===== src/sv/swld_pkg.sv =====
// ============================================================================
// swld_pkg: sync word / length deframer package
// Shared widths, phase encoding and the sync signature table.
// ============================================================================
package swld_pkg;

    localparam int BYTE_W          = 8;
    localparam int LEN_W           = 24;
    localparam int SIG_LEN         = 20;
    localparam int LEN_FIELD_BYTES = 4;
    localparam int MIN_LEN         = 8;

    localparam logic [LEN_W-1:0] MAX_LEN_RESET = LEN_W'(1000000);

    // "#$NETWORK\0DATA\0BLOCK", zero padded; the first SIG_LEN entries are used
    localparam logic [BYTE_W-1:0] SIG_TABLE [32] = '{
        8'h23, 8'h24, 8'h4e, 8'h45, 8'h54, 8'h57, 8'h4f, 8'h52,
        8'h4b, 8'h00, 8'h44, 8'h41, 8'h54, 8'h41, 8'h00, 8'h42,
        8'h4c, 8'h4f, 8'h43, 8'h4b, 8'h00, 8'h00, 8'h00, 8'h00,
        8'h00, 8'h00, 8'h00, 8'h00, 8'h00, 8'h00, 8'h00, 8'h00
    };

    typedef enum logic [1:0] {
        PH_HUNT = 2'd0,
        PH_LEN  = 2'd1,
        PH_DATA = 2'd2
    } phase_t;

endpackage


===== src/sv/swld_rx_if.sv =====
// ============================================================================
// swld_rx_if: received byte channel
// valid/ready channel carrying one received byte per request.
// ============================================================================
interface swld_rx_if;
    import swld_pkg::*;

    logic              valid;
    logic              ready;
    logic [BYTE_W-1:0] rx_byte;

    modport source (output valid, output rx_byte, input ready);
    modport sink   (input valid, input rx_byte, output ready);
endinterface


===== src/sv/swld_blk_if.sv =====
// ============================================================================
// swld_blk_if: deframed block byte channel
// valid/ready channel carrying one block byte or one error per request.
// ============================================================================
interface swld_blk_if;
    import swld_pkg::*;

    logic              valid;
    logic              ready;
    logic [BYTE_W-1:0] block_byte;
    logic              first_byte;
    logic              last_byte;
    logic              length_error;
    logic [LEN_W-1:0]  block_length;

    modport source (output valid, output block_byte, output first_byte,
                    output last_byte, output length_error, output block_length,
                    input ready);
    modport sink   (input valid, input block_byte, input first_byte,
                    input last_byte, input length_error, input block_length,
                    output ready);
endinterface


===== src/sv/sync_word_length_deframer.sv =====
// ============================================================================
// sync_word_length_deframer: sync word hunt and length-prefixed deframing
// Hunts for a 20-byte sync signature, reads a 4-byte LE length, then passes
// the block bytes out with first/last marks or flags a bad length.
// ============================================================================
// Output: a request that produces a result shows it on blk in the cycle after
//   it is taken on rx (single output register).
// Throughput: one rx request per cycle; rx.ready drops only while a result
//   sits in the output register and blk stalls.
// Reset: rst_n asynchronous low; hunt phase, window zero, limit 1000000.
// ============================================================================
module sync_word_length_deframer (
    input  logic                       clk,
    input  logic                       rst_n,
    input  logic                       cfg_wr_en,
    input  logic [swld_pkg::LEN_W-1:0] cfg_wr_data,
    swld_rx_if.sink                    rx,
    swld_blk_if.source                 blk
);
    import swld_pkg::*;

    localparam int WIN_LEN = SIG_LEN - 1;

    // ------------------------------------------------------------------
    // State
    // ------------------------------------------------------------------
    logic [LEN_W-1:0]  max_len_reg;
    phase_t            phase_reg, phase_next;
    logic [BYTE_W-1:0] win_reg  [WIN_LEN];
    logic [BYTE_W-1:0] win_next [WIN_LEN];
    logic [1:0]        cnt_reg, cnt_next;      // length byte index
    logic [LEN_W-1:0]  len_reg, len_next;      // low 24 bits of length field
    logic              ovf_reg, ovf_next;      // length field top byte nonzero
    logic [LEN_W-1:0]  left_reg, left_next;    // block bytes still to pass
    logic              first_reg, first_next;  // next data byte opens the block

    // output register
    logic              out_valid_reg;
    logic [BYTE_W-1:0] out_byte_reg;
    logic              out_first_reg;
    logic              out_last_reg;
    logic              out_err_reg;
    logic [LEN_W-1:0]  out_len_reg;

    // result of the current request
    logic              res_valid;
    logic [BYTE_W-1:0] res_byte;
    logic              res_first;
    logic              res_last;
    logic              res_err;
    logic [LEN_W-1:0]  res_len;

    logic              accept;
    logic              sig_match;
    logic              len_done;   // final length byte arrives
    logic              len_ovf;    // overflow flag including this byte
    logic              len_bad;

    // Output register frees up when empty or when its result is taken
    assign rx.ready = !out_valid_reg || blk.ready;
    assign accept   = rx.valid && rx.ready;

    // ------------------------------------------------------------------
    // Parallel signature compare: window plus current byte
    // ------------------------------------------------------------------
    always_comb
    begin
        sig_match = (rx.rx_byte == SIG_TABLE[SIG_LEN-1]);
        for (int i = 0; i < WIN_LEN; i++)
        begin
            sig_match = sig_match && (win_reg[i] == SIG_TABLE[i]);
        end
    end

    // Length check happens on the fourth length byte; the top byte only
    // matters as an overflow flag since the limit is 24 bits wide.
    assign len_done = (phase_reg == PH_LEN) && (cnt_reg == 2'(LEN_FIELD_BYTES - 1));
    assign len_ovf  = ovf_reg || (rx.rx_byte != '0);
    assign len_bad  = len_ovf || (len_reg < LEN_W'(MIN_LEN)) || (len_reg > max_len_reg);

    // ------------------------------------------------------------------
    // Next phase
    // ------------------------------------------------------------------
    always_comb
    begin
        phase_next = phase_reg;
        case (phase_reg)
            PH_LEN:
            begin
                if (len_done)
                begin
                    phase_next = len_bad ? PH_HUNT : PH_DATA;
                end
            end
            PH_DATA:
            begin
                if (left_reg <= LEN_W'(1))
                begin
                    phase_next = PH_HUNT;
                end
            end
            default:
            begin
                // unused code behaves as hunt
                phase_next = sig_match ? PH_LEN : PH_HUNT;
            end
        endcase
    end

    // ------------------------------------------------------------------
    // Datapath and result
    // ------------------------------------------------------------------
    always_comb
    begin
        win_next   = win_reg;
        cnt_next   = cnt_reg;
        len_next   = len_reg;
        ovf_next   = ovf_reg;
        left_next  = left_reg;
        first_next = first_reg;

        res_valid  = 1'b0;
        res_byte   = rx.rx_byte;
        res_first  = 1'b0;
        res_last   = 1'b0;
        res_err    = 1'b0;
        res_len    = len_reg;

        case (phase_reg)
            PH_LEN:
            begin
                cnt_next = cnt_reg + 2'd1;
                case (cnt_reg)
                    2'd0:    len_next[7:0]   = rx.rx_byte;
                    2'd1:    len_next[15:8]  = rx.rx_byte;
                    2'd2:    len_next[23:16] = rx.rx_byte;
                    default: ovf_next        = len_ovf;
                endcase
                if (len_done)
                begin
                    if (len_bad)
                    begin
                        res_valid = 1'b1;
                        res_byte  = '0;
                        res_last  = 1'b1;
                        res_err   = 1'b1;
                        res_len   = len_ovf ? '1 : len_reg;
                    end
                    else
                    begin
                        left_next  = len_reg - LEN_W'(LEN_FIELD_BYTES);
                        first_next = 1'b1;
                    end
                end
            end
            PH_DATA:
            begin
                res_valid  = 1'b1;
                res_first  = first_reg;
                res_last   = (left_reg <= LEN_W'(1));
                first_next = 1'b0;
                if (left_reg != '0)
                begin
                    left_next = left_reg - LEN_W'(1);
                end
            end
            default:
            begin
                if (sig_match)
                begin
                    for (int i = 0; i < WIN_LEN; i++)
                    begin
                        win_next[i] = '0;
                    end
                    cnt_next  = '0;
                    len_next  = '0;
                    ovf_next  = 1'b0;
                    left_next = '0;
                end
                else
                begin
                    for (int i = 0; i < WIN_LEN - 1; i++)
                    begin
                        win_next[i] = win_reg[i+1];
                    end
                    win_next[WIN_LEN-1] = rx.rx_byte;
                end
            end
        endcase
    end

    // ------------------------------------------------------------------
    // Registers
    // ------------------------------------------------------------------
    always_ff @(posedge clk or negedge rst_n)
    begin
        if (!rst_n)
        begin
            max_len_reg <= MAX_LEN_RESET;
            phase_reg   <= PH_HUNT;
            for (int i = 0; i < WIN_LEN; i++)
            begin
                win_reg[i] <= '0;
            end
            cnt_reg     <= '0;
            len_reg     <= '0;
            ovf_reg     <= 1'b0;
            left_reg    <= '0;
            first_reg   <= 1'b0;
        end
        else
        begin
            if (cfg_wr_en)
            begin
                max_len_reg <= cfg_wr_data;
            end
            if (accept)
            begin
                phase_reg <= phase_next;
                win_reg   <= win_next;
                cnt_reg   <= cnt_next;
                len_reg   <= len_next;
                ovf_reg   <= ovf_next;
                left_reg  <= left_next;
                first_reg <= first_next;
            end
        end
    end

    always_ff @(posedge clk or negedge rst_n)
    begin
        if (!rst_n)
        begin
            out_valid_reg <= 1'b0;
        end
        else if (accept)
        begin
            out_valid_reg <= res_valid;
        end
        else if (blk.ready)
        begin
            out_valid_reg <= 1'b0;
        end
    end

    always_ff @(posedge clk)
    begin
        if (accept && res_valid)
        begin
            out_byte_reg  <= res_byte;
            out_first_reg <= res_first;
            out_last_reg  <= res_last;
            out_err_reg   <= res_err;
            out_len_reg   <= res_len;
        end
    end

    assign blk.valid        = out_valid_reg;
    assign blk.block_byte   = out_byte_reg;
    assign blk.first_byte   = out_first_reg;
    assign blk.last_byte    = out_last_reg;
    assign blk.length_error = out_err_reg;
    assign blk.block_length = out_len_reg;

endmodule

===== src/flat_wrapper.sv =====
// flat-port wrapper written by rule: the top's interface ports become plain ports
module sync_word_length_deframer_flat import swld_pkg::*;
  (clk, rst_n, cfg_wr_en, cfg_wr_data, rx_valid, rx_rx_byte, rx_ready, blk_valid, blk_block_byte, blk_first_byte, blk_last_byte, blk_length_error, blk_block_length, blk_ready);
  swld_rx_if rx_i ();
  swld_blk_if blk_i ();
  input  logic clk;
  input  logic rst_n;
  input  logic cfg_wr_en;
  input  logic [swld_pkg::LEN_W-1:0] cfg_wr_data;
  input wire logic [$bits(rx_i.valid)-1:0] rx_valid;
  input wire logic [$bits(rx_i.rx_byte)-1:0] rx_rx_byte;
  output wire logic [$bits(rx_i.ready)-1:0] rx_ready;
  output wire logic [$bits(blk_i.valid)-1:0] blk_valid;
  output wire logic [$bits(blk_i.block_byte)-1:0] blk_block_byte;
  output wire logic [$bits(blk_i.first_byte)-1:0] blk_first_byte;
  output wire logic [$bits(blk_i.last_byte)-1:0] blk_last_byte;
  output wire logic [$bits(blk_i.length_error)-1:0] blk_length_error;
  output wire logic [$bits(blk_i.block_length)-1:0] blk_block_length;
  input wire logic [$bits(blk_i.ready)-1:0] blk_ready;
  assign rx_i.valid = rx_valid;
  assign rx_i.rx_byte = rx_rx_byte;
  assign rx_ready = rx_i.ready;
  assign blk_valid = blk_i.valid;
  assign blk_block_byte = blk_i.block_byte;
  assign blk_first_byte = blk_i.first_byte;
  assign blk_last_byte = blk_i.last_byte;
  assign blk_length_error = blk_i.length_error;
  assign blk_block_length = blk_i.block_length;
  assign blk_i.ready = blk_ready;
  sync_word_length_deframer u_core (.clk(clk), .rst_n(rst_n), .cfg_wr_en(cfg_wr_en), .cfg_wr_data(cfg_wr_data), .rx(rx_i), .blk(blk_i));
endmodule

===== config.mk =====
export PLATFORM = sky130hd
export DESIGN_NAME = sync_word_length_deframer_flat
export DESIGN_NICKNAME = d
export VERILOG_FILES = /design/src/sv/swld_pkg.sv /design/src/sv/swld_rx_if.sv /design/src/sv/swld_blk_if.sv /design/src/sv/sync_word_length_deframer.sv /design/src/flat_wrapper.sv
export SDC_FILE = /design/constraint.sdc
export NUM_CORES = 1
export LEC_CHECK = 0
export BUFFER_PORTS_ARGS = -buffer_cell sky130_fd_sc_hd__buf_2
export CAP_MARGIN = 40
export CORE_UTILIZATION = 40
export DETAILED_ROUTE_END_ITERATION = 8
export HOLD_SLACK_MARGIN = 0.02
export SYNTH_ARGS = -nofsm -noshare
export SYNTH_HDL_FRONTEND = slang
export SYNTH_SLANG_ARGS = --single-unit

===== constraint.sdc =====
create_clock -name clk -period 6.9 [get_ports clk]
set_clock_uncertainty 0.15 [all_clocks]
set_input_delay 1.38 -clock clk [delete_from_list [all_inputs] [get_ports clk]]
set_output_delay 1.38 -clock clk [all_outputs]
set_load 0.02 [all_outputs]

# After elaboration in Yosys (flattened, before gate mapping)
# Cells that the tools add are included.
[totals]
ff_bits = 266
output_inout_bits = 37
word_cells = 156
[op_classes]
add_sub_neg = 3
order_cmp = 3
eq_ne = 31
mux = 36
n_bitwise = 2
n_reduce_logical = 47
[ops]
columns = ["operator", "n"]
rows = [
  ["$mux 24", 8],
  ["$mux 152", 1],
  ["$eq 8x7->1 const B", 16],
  ["$pmux 24 s2", 2],
  ["$mux 8", 6],
  ["$gt 24x24->1", 1],
  ["$le 24x1->1 const B", 1],
  ["$lt 24x4->1 const B", 1],
  ["$reduce_bool 24->1", 1],
  ["$sub 24x1->24 const B", 1],
  ["$sub 24x3->24 const B", 1],
  ["$logic_and 1x1->1", 22],
  ["$reduce_and 4->1", 5],
  ["$eq 8x6->1 const B", 2],
  ["$logic_not 8->1", 2],
  ["$ne 2x2->1 const B", 5],
  ["$mux 1", 9],
  ["$mux 2", 4],
  ["$pmux 1 s2", 4],
  ["$pmux 2 s2", 2],
  ["$reduce_bool 8->1", 1],
  ["$eq 2x2->1 const B", 3],
  ["$ne 2x1->1 const B", 3],
  ["$reduce_and 3->1", 2],
  ["other kinds (12)", 19],
]

# Longest topological paths before layout
[logic_depth]
word_depth = 22
depth_mapped = 12
ltp_nobuf = 12

# Worst setup path before layout
# OpenSTA, ideal clock, no wires.
[synth_path]
path_type = "reg-to-reg"
from = "register u_core.max_len_reg[19]"
to = "register u_core.out_byte_reg[0], in the netlist u_core.blk.block_byte[0] (enable)"
setup_time_ps = 481
t_arrival_ps = 4700
setup_slack_ps = 1570
path_stages_with_launch = 11
path_cell_list = "dfstp_2 -> inv_1 -> ha_1 -> nand2_1 -> or3_1 -> nor3_1 -> o31a_1 -> o21ai_0 -> nand2_1 -> nand2_1 -> a211oi_1"
[synth_between]
elab_chain_cells = 6
[synth_rtl]
columns = ["item", "line_no", "rtl"]
rows = [
  ["from (decl)", "sync_word_length_deframer.sv:27", "logic [LEN_W-1:0] max_len_reg;"],
  ["from (signal assigned)", "sync_word_length_deframer.sv:215", "max_len_reg <= cfg_wr_data;"],
  ["$gt 24x24->1", "sync_word_length_deframer.sv:79", "assign len_bad = len_ovf || (len_reg < LEN_W'(MIN_LEN)) || (len_reg > max_len_reg);"],
  ["$logic_or 1x1->1", "sync_word_length_deframer.sv:79", ""],
  ["$mux 1", "sync_word_length_deframer.sv:141", "if (len_bad)"],
  ["$mux 1", "sync_word_length_deframer.sv:139", "if (len_done)"],
  ["$pmux 1 s2", "sync_word_length_deframer.sv:129", "case (phase_reg)"],
  ["$logic_and 1x1->1", "sync_word_length_deframer.sv:248", "if (accept && res_valid)"],
  ["to (signal assigned)", "sync_word_length_deframer.sv:250", "out_byte_reg <= res_byte;"],
  ["to (decl)", "sync_word_length_deframer.sv:39", "logic [BYTE_W-1:0] out_byte_reg;"],
]
# Every way passes these cells.
# A chain may end at the register's enable or synchronous reset.

# Worst setup path after layout
[layout_path]
from = "input rx_rx_byte[5]"
to = "register u_core.left_reg[20]"
[layout_between]
elab_chain_cells = 22
elab_cells_between_ends = 27
[layout_rtl]
columns = ["item", "line_no", "rtl"]
rows = [
  ["from (decl)", "flat_wrapper.sv:11", "input wire logic [$bits(rx_i.rx_byte)-1:0] rx_rx_byte;"],
  ["$eq 8x7->1", "sync_word_length_deframer.sv:68", "sig_match = (rx.rx_byte == SIG_TABLE[SIG_LEN-1]);"],
  ["$logic_and 1x1->1 (19 in series)", "sync_word_length_deframer.sv:71", "sig_match = sig_match && (win_reg[i] == SIG_TABLE[i]);"],
  ["$reduce_bool 3->1 (no line)", "n/a", ""],
  ["$reduce_and 5->1 (no line) (*)", "n/a", ""],
  ["to (signal assigned)", "sync_word_length_deframer.sv:224", "left_reg <= left_next;"],
  ["to (decl)", "sync_word_length_deframer.sv:34", "logic [LEN_W-1:0] left_reg, left_next;"],
]
# Mark *: on every way between the ends. The rest lies on a longest branch, timed or not.

==> summary.txt <==
GRT
  – Largest net degree at the start of global routing: 129
  – Global-route wire length before repair: 48.38 mm
  – Total GRT Usage: 19.15%
  – Number of global-route vias before repair: 9,029
  – Initial antenna violation count: 0
  – GR Overflow Total: 0

Synth
  – Post-synthesis simple-gate area fraction: 24.51%
  – Number of flops mapped to enable cells by yosys: 35
  – Mux cell area share after synthesis: 2.458%
  – FFs w/ async S/R, synth: 86.84%
  – Mapped cell area: 12,370 um^2
  – Cells after Synth: 1,321
  – Compound-Gate Fraction of Synth Area: 9.712%
  – Sequential fraction of the synthesis area: 55.31%
  – Most frequent cells after synthesis: 454 x nand2_1, 224 x dfrtp_1, 87 x o21ai_0
  – Yosys top cell by area: dfrtp_1
  – Xor/xnor cell area share of the yosys netlist: 1.204%
  – Top cells by area, synth: dfrtp_1 45%, nand2_1 14%, edfxtp_1 8.5%
  – Top-count cell post-synth: nand2_1
  – Ys flop type: dfrtp_1
  – Post-synth cell types: 63
  – Post-Synthesis Net Count: 1,391
  – Ys Warns: 0
  – Mean Syn Cell Area: 9.363 um^2
  – Largest family of logic cells by synthesized area: simple AND/OR/NAND/NOR gates
  – FF+latch count, synth: 266
  – Synth top area share: 45.32%
  – Adder-cell share of the synthesized area: 3.338%

Layout
  – Share of layout cells above drive strength 1: 14.70%
  – Max reg flops: 152
  – Non-Filler Instances: 1,791
  – Nets: 1,445
  – ANT cells: 0
  – P&R area growth vs syn: 14.27%
  – Fillers: 2,924

Place
  – DP Wirelength: 19.76 mm
  – Port Buffer Count: 73
  – Placed insts: 1,741
  – GP Congestion: 0.8359

Routing
  – Final ANT Viol Nets: 0
  – Initial DRC Count: 608
  – Per-cell routed wire length: 16.62 um
  – DR pass1 iterations: 4
  – Final WL: 29.77 mm
  – DR vias/cell: 5.196
  – Vias: 9,306
  – DRC: 0

Floorplan
  – Initial Util: 40.54%
  – Die W: 177.8 um
  – Die area: 31,630 um^2
  – # IOs: 74
  – Rows: 64
  – DIE HEIGHT: 177.8 um
  – Core Region: 30,510 um^2

STA
  – Setup violators final: 0
  – Period utilisation layout: 59.08%
  – Achievable frequency: 245.3 MHz
  – Slew HR: 31.21%
  – Fin. Hold Viols: 0
  – Worst Tran Pin Value: 1.032 ns
  – Fin crit period: 4.076 ns
  – RSZ-0062 raised after global routing: false
  – Final number of max-transition violations: 0
  – TNS Setup: 0 ns

Pwr
  – Sequential Power Share: 46.5%
  – Clock group share of total power: 34.0%
  – VDD IR max: 0.1957 mV
  – Switching power: 1.474 mW
  – P per Cell Area: 334.1 nW/um^2
  – Internal power: 3.248 mW
  – Leak: 6.629 nW
  – Combinational share of power: 19.5%
  – Tot Pwr: 4.722 mW
  – Fraction of power spent switching nets: 31.22%

Min path
  – Hold Path Cell Cnt: 2
  – Hold path endpoint: u_core.win_reg[145]
  – Hold Crit Start: u_core.win_reg[145]
  – Worst Hold Class: reg -> reg

Clocking
  – Root Driver: clkbuf_16
  – TritonCTS buffer count: 28
  – Post-CTS setup buffers: 0
  – CTS tree: done
  – CTS max path bufs: 3
  – H-Tree Depth: 1
  – Clock sink count: 266
  – Clk_lat worst skew: 0.54 ns
  – Post-CTS sizing: 0
  – Reg clk slew, reported paths: 0.06 ns
  – CTS Hold Buffers Added: 0

Critical path
  – Setup CP Type: in -> reg
  – Most used cell along the critical path: buf_4
  – R2R Path Start: u_core.win_reg[107]
  – Critical Path Sink Type: flip-flop
  – Startpoint Class: input pin
  – CP Data Arrival Time: 4.35 ns
  – Max incr delay on CP: 0.49 ns
  – Slowest cell on crit path: or2_2
  – Worst reg2reg setup slack: 3.03 ns
  – CP Cell Sequence: buf_2 > nor2_1 > and3_1 > nand4_1 > nor4_1 > and4_2 > buf_4 > o21bai_1 > buf_4 > or2_2 > a21o_1
  – Worst EP required: 7.18 ns
  – Worst-path fanout max: 54
  – Worst r2r path cells: 9
  – RR Endpoint: u_core.left_reg[20]

Outcome
  – Status: complete, no violations

Job
  – Max Cap Viol: 0
## power by group through the flow
stage               clock network [mW]  registers [mW]  logic (mW)
floorplan                            0            2.09       0.709
global placement                     0            2.22       0.887
detailed placement                   0            2.23       0.918
CTS                               1.64            2.20       0.924
global route                      1.70            2.24        1.05
finish                            1.60            2.20       0.919
## worst max-delay path: cells and delay by family
| kind | cells | cell delay, ns |
|---|---|---|
| simple gates | 6 | 1.75 |
| compound gates | 2 | 0.35 |
| buf+inv | 3 | 0.83 |
## routing by layer
metal | global-route usage, % | part of all wire [%]
met3 | 2.592 | 3.2
met2 | 32.11 | 50
met1 | 25.92 | 45
met5 | 0 | 0
met4 | 5.128 | 2.3
## cell families (layout without fill, tap and decap cells)
| kind of cell | after synthesis | in the layout |
|---|---|---|
| AOI/OAI and AO/OA | 202 | 202 |
| xor gates and xnor gates | 17 | 17 |
| adders and majority gates | 33 | 33 |
| buffers and inverters | 108 | 182 |
| DFF | 266 | 266 |
| muxes | 27 | 27 |
| and+or+nand+nor | 668 | 668 |
## worst max-delay path by stage
stage / from / to / slack (ns) / cells past startpoint
floorplan: u_core.max_len_reg[19] / u_core.blk.block_byte[0] / 1.57 / 10
global placement: rx_rx_byte[5] / u_core.left_reg[20] / 2.43 / 11
detailed placement: rx_rx_byte[5] / u_core.left_reg[20] / 2.33 / 11
CTS: rx_rx_byte[5] / u_core.left_reg[20] / 2.87 / 11
global route: rx_rx_byte[5] / u_core.left_reg[20] / 2.71 / 11
finish: rx_rx_byte[5] / u_core.left_reg[20] / 2.82 / 11
## per-stage QoR
stage	hold WS, ns	setup WS [ns]	instance area [um^2]	util [%]
final	0.3254	2.824	14130	46.33
after global routing	0.3496	2.713	14130	46.33
after global placement	0.3110	2.433	13080	42.86
after CTS	0.3271	2.875	14130	46.33
after floorplan	0.2880	1.570	12370	-
after detailed placement	0.3089	2.326	13140	43.05
## area by class of cell
class,instances,area (um^2),share of cell area [%]
flip-flops and latches,266,6840,48.40
multi-input cells,947,5127,36.28
repair buffers,87,503.0,3.559
clock buffers,41,860.8,6.091
inverters,45,168.9,1.195
clock inverters,9,137.6,0.9738
well taps,396,495.5,3.506
## placed cells by master, fill, tap and decap left out, types with 25 or more instances in the layout
cell | Yosys | layout
a21oi_1 | 36 | 36
clkbuf_16 | 0 | 29
edfxtp_1 | 35 | 35
o21ai_0 | 87 | 87
nor2_1 | 40 | 39
buf_2 | 7 | 74
inv_1 | 43 | 43
nand2_1 | 454 | 453
dfrtp_1 | 224 | 224
ha_1 | 33 | 33
mux2_2 | 26 | 26
or2_2 | 25 | 25
(Power assumes the default switching activity.)
